===== src/hdl/uwt_pkg.sv =====
// ----------------------------------------------------------------------------
// uwt_pkg: shared types and helpers for the upwind triangle element matrix
// Field widths, lane payload structs and the divide-by-three helpers used
// by the flux pipeline.
// ----------------------------------------------------------------------------
package uwt_pkg;

  // Field widths
  localparam int COORD_W   = 24;           // Q12.12 input coordinate
  localparam int DIFF_W    = COORD_W + 2;  // y_n + y_i - 2*y_k
  localparam int EDGE_W    = COORD_W + 1;  // y_n - y_i
  localparam int PROD_W    = 50;           // difference times velocity
  localparam int CROSS_W   = PROD_W + 1;   // difference of two products
  localparam int MAG_W     = 49;           // half magnitude of a cross product
  localparam int SPLIT_W   = 25;           // low chunk of the magnitude
  localparam int HI_W      = MAG_W - SPLIT_W;
  localparam int DIV3_W    = SPLIT_W + 2;  // operand of one divide-by-three step
  localparam int ENTRY_W   = 56;           // Q32.24 matrix entry
  localparam int IN_DATA_W = 8 * COORD_W;
  localparam int IN_USER_W = 3;
  localparam int OUT_DATA_W = 9 * ENTRY_W;

  // floor((2^32 - 1) / 3): estimate is low by at most one for 27-bit operands
  localparam logic [31:0] DIV3_RECIP = 32'h5555_5555;
  localparam int RECIP_SH = 32;
  localparam int RECIP_P_W = DIV3_W + RECIP_SH;

  typedef logic signed [COORD_W-1:0] coord_t;
  typedef logic signed [DIFF_W-1:0]  diff_t;
  typedef logic signed [EDGE_W-1:0]  edge_t;
  typedef logic signed [PROD_W-1:0]  prod_t;
  typedef logic signed [CROSS_W-1:0] cross_w_t;
  typedef logic        [MAG_W-1:0]   mag_t;
  typedef logic        [MAG_W:0]     sum_t;
  typedef logic        [DIV3_W-1:0]  div3_in_t;
  typedef logic signed [ENTRY_W-1:0] entry_t;
  typedef entry_t      [2:0]         row_t;

  // One triangle request
  typedef struct packed {
    coord_t [2:0] x;
    coord_t [2:0] y;
    coord_t       vx;
    coord_t       vy;
    logic   [2:0] bnd;
  } tri_t;

  // Per-edge cross products; be marks an edge with both ends on the boundary
  typedef struct packed {
    cross_w_t [2:0] c;
    cross_w_t [2:0] e;
    logic     [2:0] be;
  } cross_res_t;

  // Per-edge flux magnitude, its sign and the boundary outflow
  typedef struct packed {
    mag_t [2:0] q;
    logic [2:0] neg;
    mag_t [2:0] g;
  } flux_t;

  typedef struct packed {
    row_t [2:0] a;
  } matrix_t;

  typedef struct packed {
    div3_in_t   quo;
    logic [1:0] rem;
  } div3_res_t;

  // Quotient estimate by reciprocal multiply, never above the true quotient
  function automatic div3_in_t div3_est(input div3_in_t x);
    logic [RECIP_P_W-1:0] p;
    p = RECIP_P_W'(x) * RECIP_P_W'(DIV3_RECIP);
    return p[RECIP_P_W-1:RECIP_SH];
  endfunction

  // Correct an estimate that may be one low and return the remainder
  function automatic div3_res_t div3_fix(input div3_in_t x, input div3_in_t q0);
    div3_in_t  t;
    div3_res_t r;
    t = x - (q0 + (q0 << 1));
    if (t >= div3_in_t'(3)) begin
      r.quo = q0 + div3_in_t'(1);
      r.rem = 2'(t - div3_in_t'(3));
    end else begin
      r.quo = q0;
      r.rem = t[1:0];
    end
    return r;
  endfunction

endpackage


===== src/hdl/uwt_assemble.sv =====
// ----------------------------------------------------------------------------
// uwt_assemble: scatter of edge fluxes into the element matrix
// First stage routes each flux to its column by sign and forms partial
// diagonal sums; second stage finishes the diagonals and negates the
// off-diagonal terms into the output register.
// ----------------------------------------------------------------------------
module uwt_assemble import uwt_pkg::*; (
  input  logic    clk_i,
  input  logic    rst_ni,
  input  logic    in_valid_i,
  output logic    in_ready_o,
  input  flux_t   in_data_i,
  output logic    out_valid_o,
  input  logic    out_ready_i,
  output matrix_t out_data_o
);

  localparam int Stages = 2;

  logic [Stages-1:0] vld_q;
  logic [Stages-1:0] vld_up;
  logic [Stages:0]   rdy;

  // Stage handshake: a stage loads when it is empty or its successor moves
  assign vld_up      = {vld_q[Stages-2:0], in_valid_i};
  assign rdy[Stages] = out_ready_i;
  for (genvar k = 0; k < Stages; k++) begin : g_rdy
    assign rdy[k] = ~vld_q[k] | rdy[k+1];
  end
  assign in_ready_o  = rdy[0];
  assign out_valid_o = vld_q[Stages-1];

  always_ff @(posedge clk_i or negedge rst_ni) begin
    if (!rst_ni) begin
      vld_q <= '0;
    end else begin
      vld_q <= (vld_up & rdy[Stages-1:0]) | (vld_q & ~rdy[Stages-1:0]);
    end
  end

  logic   [2:0] fpos;
  sum_t   [2:0] da_d, db_d, da_q, db_q;
  mag_t   [2:0] lo_d, hi_d, lo_q, hi_q;
  entry_t [2:0] diag, off_lo, off_hi;
  matrix_t      mat_d, mat_q;

  for (genvar l = 0; l < 3; l++) begin : g_lane
    localparam int P = (l + 2) % 3;

    // A positive flux leaves column l; zero or negative goes to the next one
    assign fpos[l] = in_data_i.neg[l] & (|in_data_i.q[l]);
    assign da_d[l] = sum_t'(fpos[l] ? in_data_i.q[l] : '0)
                   + sum_t'(fpos[P] ? '0 : in_data_i.q[P]);
    assign db_d[l] = sum_t'(in_data_i.g[l]) + sum_t'(in_data_i.g[P]);
    assign lo_d[l] = fpos[l] ? in_data_i.q[l] : '0;
    assign hi_d[l] = fpos[l] ? '0 : in_data_i.q[l];

    // Sums stay below 2^51, well inside the entry range, so no overflow occurs
    assign diag[l]   = entry_t'({1'b0, da_q[l]} + {1'b0, db_q[l]});
    assign off_lo[l] = entry_t'(0) - entry_t'(lo_q[l]);
    assign off_hi[l] = entry_t'(0) - entry_t'(hi_q[l]);
  end

  // Place each term at its row and column
  always_comb begin
    mat_d.a[0][0] = diag[0];
    mat_d.a[1][1] = diag[1];
    mat_d.a[2][2] = diag[2];
    mat_d.a[0][1] = off_hi[0];
    mat_d.a[1][0] = off_lo[0];
    mat_d.a[1][2] = off_hi[1];
    mat_d.a[2][1] = off_lo[1];
    mat_d.a[2][0] = off_hi[2];
    mat_d.a[0][2] = off_lo[2];
  end

  always_ff @(posedge clk_i) begin
    if (rdy[0]) begin
      da_q <= da_d;
      db_q <= db_d;
      lo_q <= lo_d;
      hi_q <= hi_d;
    end
    if (rdy[1]) begin
      mat_q <= mat_d;
    end
  end

  assign out_data_o = mat_q;

endmodule


===== config.mk =====
export PLATFORM = sky130hd
export DESIGN_NAME = uwt_assemble
export DESIGN_NICKNAME = d
export VERILOG_FILES = /design/src/hdl/uwt_pkg.sv /design/src/hdl/uwt_assemble.sv
export SDC_FILE = /design/constraint.sdc
export NUM_CORES = 2
export LEC_CHECK = 0
export BUFFER_PORTS_ARGS = -buffer_cell sky130_fd_sc_hd__buf_2
export CAP_MARGIN = 20
export CORE_ASPECT_RATIO = 0.5
export CORE_MARGIN = 1
export CORE_UTILIZATION = 28
export CTS_CLUSTER_SIZE = 40
export DETAILED_ROUTE_END_ITERATION = 7
export SETUP_SLACK_MARGIN = 0.02
export SYNTH_ARGS = -nofsm -noshare
export SYNTH_HDL_FRONTEND = slang
export SYNTH_SLANG_ARGS = --single-unit
export TNS_END_PERCENT = 20

===== constraint.sdc =====
create_clock -name clk_i -period 21.9 [get_ports clk_i]
set_input_delay 1.095 -clock clk_i [delete_from_list [all_inputs] [get_ports clk_i]]
set_output_delay 1.095 -clock clk_i [all_outputs]
set_load 0.01 [all_outputs]

==> impl_metrics.csv <==
group,metric,value,unit
clocking,cts_setup_buffers,0,
synthesis,ys_types,78,
floorplanning,die_x,682,um
route,num_vias,51240,
place,place_ws,14.64,ns
global_route,grt_use_met3,0.0295,
place,gp_congestion,0.967,
setup_path,timing.rr.start,"hi_q[9]$_SDFFCE_PP0N_",
floorplanning,dieArea,233000,um2
clocking,clockRootBuffer,"clkbuf_16",
setup_path,crit_path_end_kind,"flip-flop",
setup_path,crit_arrival,7.01,ns
clocking,hold_buffers,0,
timing,tns,0,ns
setup_path,timing.rr.end,"out_data_o[110]$_DFFE_PP_",
timing,worst_pin_slew,1.11,ns
setup_path,critPathRequiredTime,22.40,ns
timing,relSlewSlack,0.263,
setup_path,path_max_fanout,60,
timing,report.final.slew_viol_count,0,
floorplanning,floorplan.initialDensity,0.283,
synthesis,syn_area,64800,um2
synthesis,ys.flop_type,"edfxtp_1",
layout,final_cell_mix,"1047 x edfxtp_1, 791 x buf_2, 578 x and2_1",
synthesis,ys_top_cells_by_area,"edfxtp_1 49%, ha_1 8.7%, xnor2_1 6.1%",
clocking,cts_resized,0,
floorplanning,core,229000,um2
power_and_ir_drop,finalPower,7.11,mW
route,drt_iter0_markers,4938,
run,maxCapViolations,0,
timing,max_freq,154,MHz
synthesis,async_reset_ff_frac,0.00191,
layout,nets,7474,
setup_path,ff2ff_path_depth,10,
floorplanning,rows,124,
timing,timing.hold.ws,0.0988,ns
layout,fillCellCount,23275,
global_route,busiest_layer,"met2",
global_route,grt_max_degree,73,
clocking,clkTransAtPathRegs,0.06,ns
route,wl_per_cell,25.6,um
timing,final.setup.worst_slack,15.39,ns
synthesis,synth-seq-area-share,0.486,
synthesis,synth_top_area_share,0.485,
timing,final_hold_viol_count,0,
power_and_ir_drop,leakage,30.2,nW
floorplanning,io_pins,807,
timing,rsz0062_at_grt,"no",
place,dp_hpwl,205,mm
synthesis,synth-edff-count,1047,
route,drt_pre_antenna_iters,6,
layout,drive_above_1_share,0.153,
layout,design_area,75900,um2
setup_path,worst_setup_path_start_kind,"input port",
synthesis,yosys_register_bits,1049,
global_route,antenna_found_initial,107,
timing,post-route-min-period,6.51,ns
synthesis,ys_warn_count,0,
clocking,cts-buffers-inserted,110,
synthesis,synth_largest_area_cell,"edfxtp_1",
timing,min_period_over_period,0.297,
status,status,"completed",
power_and_ir_drop,max-vdd-ir-drop,0.0000700,V
clocking,cts_max_path_buffers,3,
route,drcViolationCount,0,
global_route,first_global_vias,48678,
power_and_ir_drop,powerDensity,93.7,nW/um2
route,wl,254,mm
layout,layout_commonest_cell,"edfxtp_1",
route,ant_nets,0,
synthesis,syn_inst,6004,
setup_path,crit_type,"input port to flip-flop",
global_route,grt_use_met2,0.340,
clocking,clkLatencyLatePin,0.80,ns
global_route,met1_usage,0.266,
global_route,grt.total_usage,0.208,
timing,setup_violations,0,
worst_hold_path,hold_class,"input port to async pin",
floorplanning,die_h,342,um
clocking,clock-sinks,1049,
timing,finalClockSkew,0.0508,ns
route,vias_per_cell,5.15,
global_route,grt_overflow_total,0,
synthesis,syn_area_per_cell,10.8,um2
setup_path,r2r_setup_slack,17.18,ns
clocking,htreeDepth,3,
clocking,cts_tree,"built",
place,io_buffer_count,791,
layout,area_growth,17.2,%
place,post_dp_cell_area,71800,um2
global_route,grt_pass1_wl,349,mm
-- logic make-up after synthesis --
family | share of synthesized area
adders and majority gates | 0.0897
AOI/OAI and AO/OA | 0.138
and+or+nand+nor | 0.166
muxes | 0.000618
buffers and inverters | 0.0261
other | 0.0000579
DFF | 0.486
xor gates and xnor gates | 0.0929
-- worst max path at each step --
stage                              start                  end  slack (ns)  cells after the start
after CTS                 in_data_i[203]  da_q[149]$_DFFE_PN_       15.41                     18
after global routing      in_data_i[203]  da_q[149]$_DFFE_PN_       15.03                     18
after floorplan              out_ready_i    da_q[0]$_DFFE_PN_        2.21                      1
final                     in_data_i[203]  da_q[149]$_DFFE_PN_       15.39                     18
after global placement    in_data_i[214]  da_q[149]$_DFFE_PN_       14.55                     18
after detailed placement  in_data_i[203]  da_q[149]$_DFFE_PN_       14.64                     18
-- metal layers --
layer	vias up	wire, um
li1	23583	-
met1	25169	105000
met2	2002	119000
met3	484	16300
met4	2	14500
met5	-	12
-- cell type report --
type,count,area [um2],area share
Sequential cell,1049,31500,0.415
Inverter,155,582,0.00766
Tap cell,3087,3860,0.0509
Antenna cell,57,143,0.00188
Clock buffer,128,2870,0.0378
Multi-Input combinational cell,4570,31700,0.417
Timing Repair Buffer,828,4240,0.0559
Clock inverter,73,1050,0.0138
-- critical path, stage by stage --
cell and delay (ns):
buf_2 0.15, nor4_1 0.41, nand4_1 0.35, o41ai_2 0.47, buf_4 0.62, nand2_1 0.34
inv_1 0.12, ha_1 0.24, a211oi_1 0.22, o21ai_0 0.22, o311ai_0 0.71, o21ai_0 0.34
a2111oi_0 0.63, or3_1 0.31, a21o_1 0.18, or4_1 0.11, o211ai_1 0.12, a221o_1 0.32
-- per-stage QoR --
stage          cells  utilization
2_1_floorplan   6018            -
3_3_place_gp    9686        0.313
3_5_place_dp    9687        0.313
4_1_cts         9888        0.331
5_1_grt         9939        0.331
6_report        9947        0.331
-- power breakdown --
group	switching, mW	internal, mW
clock	0.852	1.20
sequential	0.248	2.71
combinational	1.33	0.772
-- registers in the layout (all words and copies together), names as in the netlist, named ones only --
| name | count |
|---|---|
| db_q | 150 |
| lo_q | 147 |
| out_data_o | 453 |
| da_q | 150 |
| hi_q | 147 |
-- Yosys cell counts (all sizes together), types with 9 or more instances --
master and n:
nor2 303, o211ai 31, nand3b 11, inv 155
a221oi 13, a21oi 458, and4 9, a211oi 30
o21bai 67, a2111oi 12, a31oi 61, o21ai 252
edfxtp 1047, a21boi 11, fa 9, buf 56
or3 60, a311oi 12, o2111ai 9, nor2b 92
o31a 14, a221o 14, nand4 90, nand2 368
nor4 91, a211o 9, and2 578, or2 11
ha 450, a21o 280, o21a 33, xnor2 454
xor2 233, o41ai 13, nor3 138, nand2b 55
o31ai 22, a41oi 19, and3 39, or4 53
clkbuf 188, nand3 83
(Power assumes the default switching activity.)
