--- config.mk ---
export PLATFORM = sky130hd
export DESIGN_NAME = uwt_div6
export DESIGN_NICKNAME = d
export VERILOG_FILES = /design/src/hdl/uwt_pkg.sv /design/src/hdl/uwt_div6.sv
export SDC_FILE = /design/constraint.sdc
export NUM_CORES = 2
export LEC_CHECK = 0
export ABC_AREA = 1
export BUFFER_PORTS_ARGS = -buffer_cell sky130_fd_sc_hd__buf_2
export CAP_MARGIN = 30
export CORE_ASPECT_RATIO = 1.25
export CORE_MARGIN = 1
export CORE_UTILIZATION = 49
export CTS_BUF_LIST = sky130_fd_sc_hd__clkbuf_16
export DETAILED_ROUTE_END_ITERATION = 16
export GPL_ROUTABILITY_DRIVEN = 1
export PLACE_DENSITY_LB_ADDON = 0.2
export SYNTH_ARGS = -nofsm -noshare
export SYNTH_HDL_FRONTEND = slang
export SYNTH_SLANG_ARGS = --single-unit
--- constraint.sdc ---
create_clock -name clk_i -period 77.3 [get_ports clk_i]
set_clock_uncertainty 0.05 [all_clocks]
set_input_delay 3.865 -clock clk_i [delete_from_list [all_inputs] [get_ports clk_i]]
set_output_delay 3.865 -clock clk_i [all_outputs]
set_load 0.1 [all_outputs]
--- src/hdl/uwt_pkg.sv ---
// ----------------------------------------------------------------------------
// uwt_pkg: shared types and helpers for the upwind triangle element matrix
// Field widths, lane payload structs and the divide-by-three helpers used
// by the flux pipeline.
// ----------------------------------------------------------------------------
package uwt_pkg;

  // Field widths
  localparam int COORD_W   = 24;           // Q12.12 input coordinate
  localparam int DIFF_W    = COORD_W + 2;  // y_n + y_i - 2*y_k
  localparam int EDGE_W    = COORD_W + 1;  // y_n - y_i
  localparam int PROD_W    = 50;           // difference times velocity
  localparam int CROSS_W   = PROD_W + 1;   // difference of two products
  localparam int MAG_W     = 49;           // half magnitude of a cross product
  localparam int SPLIT_W   = 25;           // low chunk of the magnitude
  localparam int HI_W      = MAG_W - SPLIT_W;
  localparam int DIV3_W    = SPLIT_W + 2;  // operand of one divide-by-three step
  localparam int ENTRY_W   = 56;           // Q32.24 matrix entry
  localparam int IN_DATA_W = 8 * COORD_W;
  localparam int IN_USER_W = 3;
  localparam int OUT_DATA_W = 9 * ENTRY_W;

  // floor((2^32 - 1) / 3): estimate is low by at most one for 27-bit operands
  localparam logic [31:0] DIV3_RECIP = 32'h5555_5555;
  localparam int RECIP_SH = 32;
  localparam int RECIP_P_W = DIV3_W + RECIP_SH;

  typedef logic signed [COORD_W-1:0] coord_t;
  typedef logic signed [DIFF_W-1:0]  diff_t;
  typedef logic signed [EDGE_W-1:0]  edge_t;
  typedef logic signed [PROD_W-1:0]  prod_t;
  typedef logic signed [CROSS_W-1:0] cross_w_t;
  typedef logic        [MAG_W-1:0]   mag_t;
  typedef logic        [MAG_W:0]     sum_t;
  typedef logic        [DIV3_W-1:0]  div3_in_t;
  typedef logic signed [ENTRY_W-1:0] entry_t;
  typedef entry_t      [2:0]         row_t;

  // One triangle request
  typedef struct packed {
    coord_t [2:0] x;
    coord_t [2:0] y;
    coord_t       vx;
    coord_t       vy;
    logic   [2:0] bnd;
  } tri_t;

  // Per-edge cross products; be marks an edge with both ends on the boundary
  typedef struct packed {
    cross_w_t [2:0] c;
    cross_w_t [2:0] e;
    logic     [2:0] be;
  } cross_res_t;

  // Per-edge flux magnitude, its sign and the boundary outflow
  typedef struct packed {
    mag_t [2:0] q;
    logic [2:0] neg;
    mag_t [2:0] g;
  } flux_t;

  typedef struct packed {
    row_t [2:0] a;
  } matrix_t;

  typedef struct packed {
    div3_in_t   quo;
    logic [1:0] rem;
  } div3_res_t;

  // Quotient estimate by reciprocal multiply, never above the true quotient
  function automatic div3_in_t div3_est(input div3_in_t x);
    logic [RECIP_P_W-1:0] p;
    p = RECIP_P_W'(x) * RECIP_P_W'(DIV3_RECIP);
    return p[RECIP_P_W-1:RECIP_SH];
  endfunction

  // Correct an estimate that may be one low and return the remainder
  function automatic div3_res_t div3_fix(input div3_in_t x, input div3_in_t q0);
    div3_in_t  t;
    div3_res_t r;
    t = x - (q0 + (q0 << 1));
    if (t >= div3_in_t'(3)) begin
      r.quo = q0 + div3_in_t'(1);
      r.rem = 2'(t - div3_in_t'(3));
    end else begin
      r.quo = q0;
      r.rem = t[1:0];
    end
    return r;
  endfunction

endpackage

--- src/hdl/uwt_div6.sv ---
// ----------------------------------------------------------------------------
// uwt_div6: truncating divide of the interface flux by six
// Halves the magnitude, then divides by three in two chunks, each as a
// reciprocal multiply followed by a one-step correction. Also forms the
// halved positive boundary outflow.
// ----------------------------------------------------------------------------
module uwt_div6 import uwt_pkg::*; (
  input  logic       clk_i,
  input  logic       rst_ni,
  input  logic       in_valid_i,
  output logic       in_ready_o,
  input  cross_res_t in_data_i,
  output logic       out_valid_o,
  input  logic       out_ready_i,
  output flux_t      out_data_o
);

  localparam int Stages = 5;

  logic [Stages-1:0] vld_q;
  logic [Stages-1:0] vld_up;
  logic [Stages:0]   rdy;

  // Stage handshake: a stage loads when it is empty or its successor moves
  assign vld_up      = {vld_q[Stages-2:0], in_valid_i};
  assign rdy[Stages] = out_ready_i;
  for (genvar k = 0; k < Stages; k++) begin : g_rdy
    assign rdy[k] = ~vld_q[k] | rdy[k+1];
  end
  assign in_ready_o  = rdy[0];
  assign out_valid_o = vld_q[Stages-1];

  always_ff @(posedge clk_i or negedge rst_ni) begin
    if (!rst_ni) begin
      vld_q <= '0;
    end else begin
      vld_q <= (vld_up & rdy[Stages-1:0]) | (vld_q & ~rdy[Stages-1:0]);
    end
  end

  cross_w_t  [2:0] abs_c;
  mag_t      [2:0] mag1_d, g1_d, mag1_q, g1_q, mag2_q, g2_q, g3_q, g4_q;
  logic      [2:0] neg1_q, neg2_q, neg3_q, neg4_q;
  div3_in_t  [2:0] qa0_d, qa0_q;
  div3_res_t [2:0] fix_a, fix_b;
  logic [2:0][HI_W-1:0]    qa_d, qa_q, qa4_q;
  logic [2:0][1:0]         ra_q;
  logic [2:0][SPLIT_W-1:0] ml_q;
  div3_in_t  [2:0] v_d, v4_q, qb0_d, qb0_q;
  mag_t      [2:0] q_d;
  flux_t           res_q;

  for (genvar l = 0; l < 3; l++) begin : g_lane
    // Sign and halved magnitude; boundary outflow only when positive
    assign abs_c[l]  = in_data_i.c[l][CROSS_W-1] ? (cross_w_t'(0) - in_data_i.c[l])
                                                 : in_data_i.c[l];
    assign mag1_d[l] = abs_c[l][MAG_W:1];
    assign g1_d[l]   = (in_data_i.be[l] && (in_data_i.e[l] > cross_w_t'(1)))
                     ? in_data_i.e[l][MAG_W:1] : '0;

    // High chunk: estimate, then correct
    assign qa0_d[l] = div3_est(div3_in_t'(mag1_q[l][MAG_W-1:SPLIT_W]));
    assign fix_a[l] = div3_fix(div3_in_t'(mag2_q[l][MAG_W-1:SPLIT_W]), qa0_q[l]);
    assign qa_d[l]  = fix_a[l].quo[HI_W-1:0];

    // Low chunk with the high remainder carried in
    assign v_d[l]   = {ra_q[l], ml_q[l]};
    assign qb0_d[l] = div3_est(v_d[l]);
    assign fix_b[l] = div3_fix(v4_q[l], qb0_q[l]);
    assign q_d[l]   = {qa4_q[l], fix_b[l].quo[SPLIT_W-1:0]};
  end

  always_ff @(posedge clk_i) begin
    if (rdy[0]) begin
      mag1_q <= mag1_d;
      g1_q   <= g1_d;
      neg1_q <= {in_data_i.c[2][CROSS_W-1], in_data_i.c[1][CROSS_W-1],
                 in_data_i.c[0][CROSS_W-1]};
    end
    if (rdy[1]) begin
      mag2_q <= mag1_q;
      g2_q   <= g1_q;
      neg2_q <= neg1_q;
      qa0_q  <= qa0_d;
    end
    if (rdy[2]) begin
      qa_q   <= qa_d;
      ra_q[0] <= fix_a[0].rem;
      ra_q[1] <= fix_a[1].rem;
      ra_q[2] <= fix_a[2].rem;
      ml_q[0] <= mag2_q[0][SPLIT_W-1:0];
      ml_q[1] <= mag2_q[1][SPLIT_W-1:0];
      ml_q[2] <= mag2_q[2][SPLIT_W-1:0];
      g3_q   <= g2_q;
      neg3_q <= neg2_q;
    end
    if (rdy[3]) begin
      qa4_q  <= qa_q;
      v4_q   <= v_d;
      qb0_q  <= qb0_d;
      g4_q   <= g3_q;
      neg4_q <= neg3_q;
    end
    if (rdy[4]) begin
      res_q.q   <= q_d;
      res_q.neg <= neg4_q;
      res_q.g   <= g4_q;
    end
  end

  assign out_data_o = res_q;

endmodule

==> summary.md <==
| Metric | Value |
|---|---|
| Status | `finished, final reports clean` |
| # clock sinks | `between 1500 and 2000` |
| Ys flop type | `edfxtp_1` |
| Ys async rst share | `0.00303` |
| Syn Inst Count | `12700` |
| Final clock period utilization by the worst path | `0.146` |
| CTS tree | `done` |
| H-tree depth | `4` |
| Crit Path Category | `input port to output pin` |
| Relative slew slack | `0.301` |
| Detailed-route via count | `88900` |
| Syn avg cell area | `9.99 sq um` |
| GRT Overall Usage | `0.266` |
| Final setup viols | `0` |
| Drt pass-1 iters | `6` |
| Most frequent cells in the layout | `2773 x inv_1, 1881 x nand2_1, 1644 x edfxtp_1, 1377 x ha_1, 1060 x nor2_1` |
| Post-CTS sizing | `0` |
| Io pins | `approximately 610` |
| Core area | `257000 sq um` |
| Multi-input gate area in the final layout | `~67000 sq um` |
| GP Congestion | `0.989` |
| Cts bufs inserted | `roughly 170` |
| Final Hold Fails | `0` |
| Number of nets in the layout | `between 15000 and 20000` |
| Maxcap violations | `0` |
| CP Max Fanout | `about 100` |
| WL/cell | `20.5 um` |
| Minimum clock period after layout | `11.31 ns` |
| Routed WL | `348 mm` |
| First-iteration detailed-routing DRC count | `roughly 5500` |
| Reg clk slew, reported paths | `approximately 0.06 ns` |
| Die area | `261000 sq um` |
| Remaining global-route overflow | `0` |
| Worst EP arrival | `7.39 ns` |
| Commonest non-fill, non-tap cell in the layout | `inv_1` |
| Detail Route Antenna Nets | `0` |
| HP Class | `flip-flop to flip-flop` |
| Vias per Instance | `between 5 and 6` |
| Clock buffer depth | `4` |
| Register bit total from synthesis | `between 1500 and 2000` |
| Register area | `49500 sq um` |
| Worst-Skew Late Latency | `0.87 ns` |
| Post-synthesis sequential area ratio | `0.390` |
| YS warnings | `0` |
| Max Clk Rate | `88.4 MHz` |
| Critical Path End Type | `output pin` |
| Largest net degree at the start of global routing | `116` |
| Number of synthesized flops with an enable pin | `1644` |
| Syn_nets | `15400` |
| Area grow syn2layout | `10.3%` |
| Hpwl dp | `294 mm` |
| Initial core utilization | `0.493` |
| WHS Path Cells | `0` |
| Hold buffers post-CTS | `0` |
| Fillers | `between 20000 and 25000` |
| Sum of negative setup slack | `0 ns` |
| Critical Path RT | `73.39 ns` |
| Initial antenna violation count | `39` |
| Row cnt | `~210` |
| Worst reg2reg path depth | `21` |
| First-pass GRT wire length | `529 mm` |
| Max-slew violations | `0` |
| Post-synth design cell area | `127000 sq um` |
| Worst Max-Slew Pin Slew | `1.04 ns` |
| RSZ-0062 raised after global routing | `false` |
| Yosys cell types | `63` |
| Die X | `457 um` |
| Post-CTS Setup Bufs | `0` |
| Setup crit start kind | `input port` |
| Number of global-route vias before repair | `92000` |
| CTS Root Cell | `clkbuf_16` |
| IO buf count | `just over 600` |
| Die height | `571 um` |
| DR DRC count | `0` |
| Layout cells sized above 1 | `0.0743` |
logic make-up after synthesis:
family / Yosys count / synth area share
DFF: 1649 / 0.390
AOI/OAI and AO/OA: 1313 / 0.0576
and+or+nand+nor: 3960 / 0.133
buffers and inverters: 2836 / 0.0845
adders and majority gates: 2412 / 0.299
xor gates and xnor gates: 525 / 0.0362
synthesized netlist by cell type, types with 4 or more instances:
cell | count | area [sq um]
o2111ai_1 | 6 | 52.6
a211oi_1 | 13 | 97.6
fa_1 | 1035 | 20700
nand2_1 | 1882 | 7060
and3_1 | 10 | 62.6
inv_1 | 2753 | 10300
clkbuf_1 | 38 | 143
a21oi_2 | 4 | 35.0
nor2_1 | 1060 | 3980
a21oi_1 | 616 | 3080
nor3_1 | 149 | 746
o21bai_1 | 68 | 510
inv_2 | 8 | 30.0
o21a_1 | 28 | 210
edfxtp_1 | 1644 | 49400
buf_2 | 21 | 105
nand4_1 | 204 | 1280
nand3b_1 | 32 | 240
xor2_1 | 393 | 3440
xnor2_1 | 132 | 1160
a31oi_1 | 68 | 425
o211ai_1 | 16 | 120
dfrtp_1 | 5 | 125
buf_1 | 4 | 15.0
nor2_2 | 20 | 125
o21ai_0 | 383 | 1920
a21boi_0 | 6 | 45.0
and2_1 | 8 | 50.1
nand3_1 | 439 | 2200
buf_4 | 6 | 45.0
nand2_2 | 18 | 113
a21o_1 | 51 | 383
buf_6 | 4 | 45.0
a221oi_1 | 8 | 70.1
o31ai_1 | 8 | 60.1
ha_1 | 1377 | 17200
or2_2 | 14 | 87.6
o21ai_1 | 13 | 65.1
nand3_2 | 10 | 100
nor4_1 | 98 | 613
layout make-up:
cell class              count  area share
multi-input cells        8210       0.477
flip-flops and latches   1649       0.354
inverters                2763      0.0743
clock buffers             177      0.0317
well taps                3360      0.0300
repair buffers            659      0.0251
clock inverters           129     0.00792
diodes                     23    0.000411
registers in the layout (all words and copies together), names as in the netlist, named ones only:
name	cells
q_d	72
qa0_q	69
ra_q	6
neg3_q	3
qb0_q	78
v4_q	81
g1_q	147
mag2_q	147
neg1_q	3
out_data_o	297
g4_q	147
g2_q	147
ml_q	75
qa_q	72
g3_q	147
neg2_q	3
neg4_q	3
mag1_q	147
metal layers:
layer | global-route usage | routed length, um
met5 | 0 | 39
met4 | 0.114 | 15800
met3 | 0.0303 | 15000
met2 | 0.472 | 176000
met1 | 0.328 | 141000
critical path: stages:
cell and delay (ns):
buf_2 0.09, nor2_1 0.29, inv_8 0.29, nor2_1 0.37, inv_8 0.34, nor2_1 0.42
inv_8 0.23, nor2_1 0.49, nand2_4 0.48, buf_2 0.45
final timing paths:
path | start | end | slack [ns]
max in group asynchronous | rst_ni | async pin | 74.28
min in group asynchronous | rst_ni | async pin | 2.76
max | out_ready_i | in_ready_o | 65.99
min reg2reg | g3_q[4] | g4_q[4] | 0.31
max reg2reg | mag1_q[94] | qa0_q[44] | 69.71
min | g3_q[4] | g4_q[4] | 0.31
stage by stage:
stage	instance area (sq um)	cells	setup slack [ns]	util	hold WS, ns
6_report	140000	17000	65.99	0.544	0.308
4_1_cts	140000	16900	65.83	0.544	0.299
2_1_floorplan	127000	12700	42.61	-	0.350
3_3_place_gp	134000	16600	65.74	0.522	0.350
5_1_grt	140000	17000	65.74	0.544	0.307
3_5_place_dp	134000	16600	65.83	0.522	0.355
Power is not shown: default switching activity piles up to over one toggle a cycle in this logic, so the estimate is an artifact.
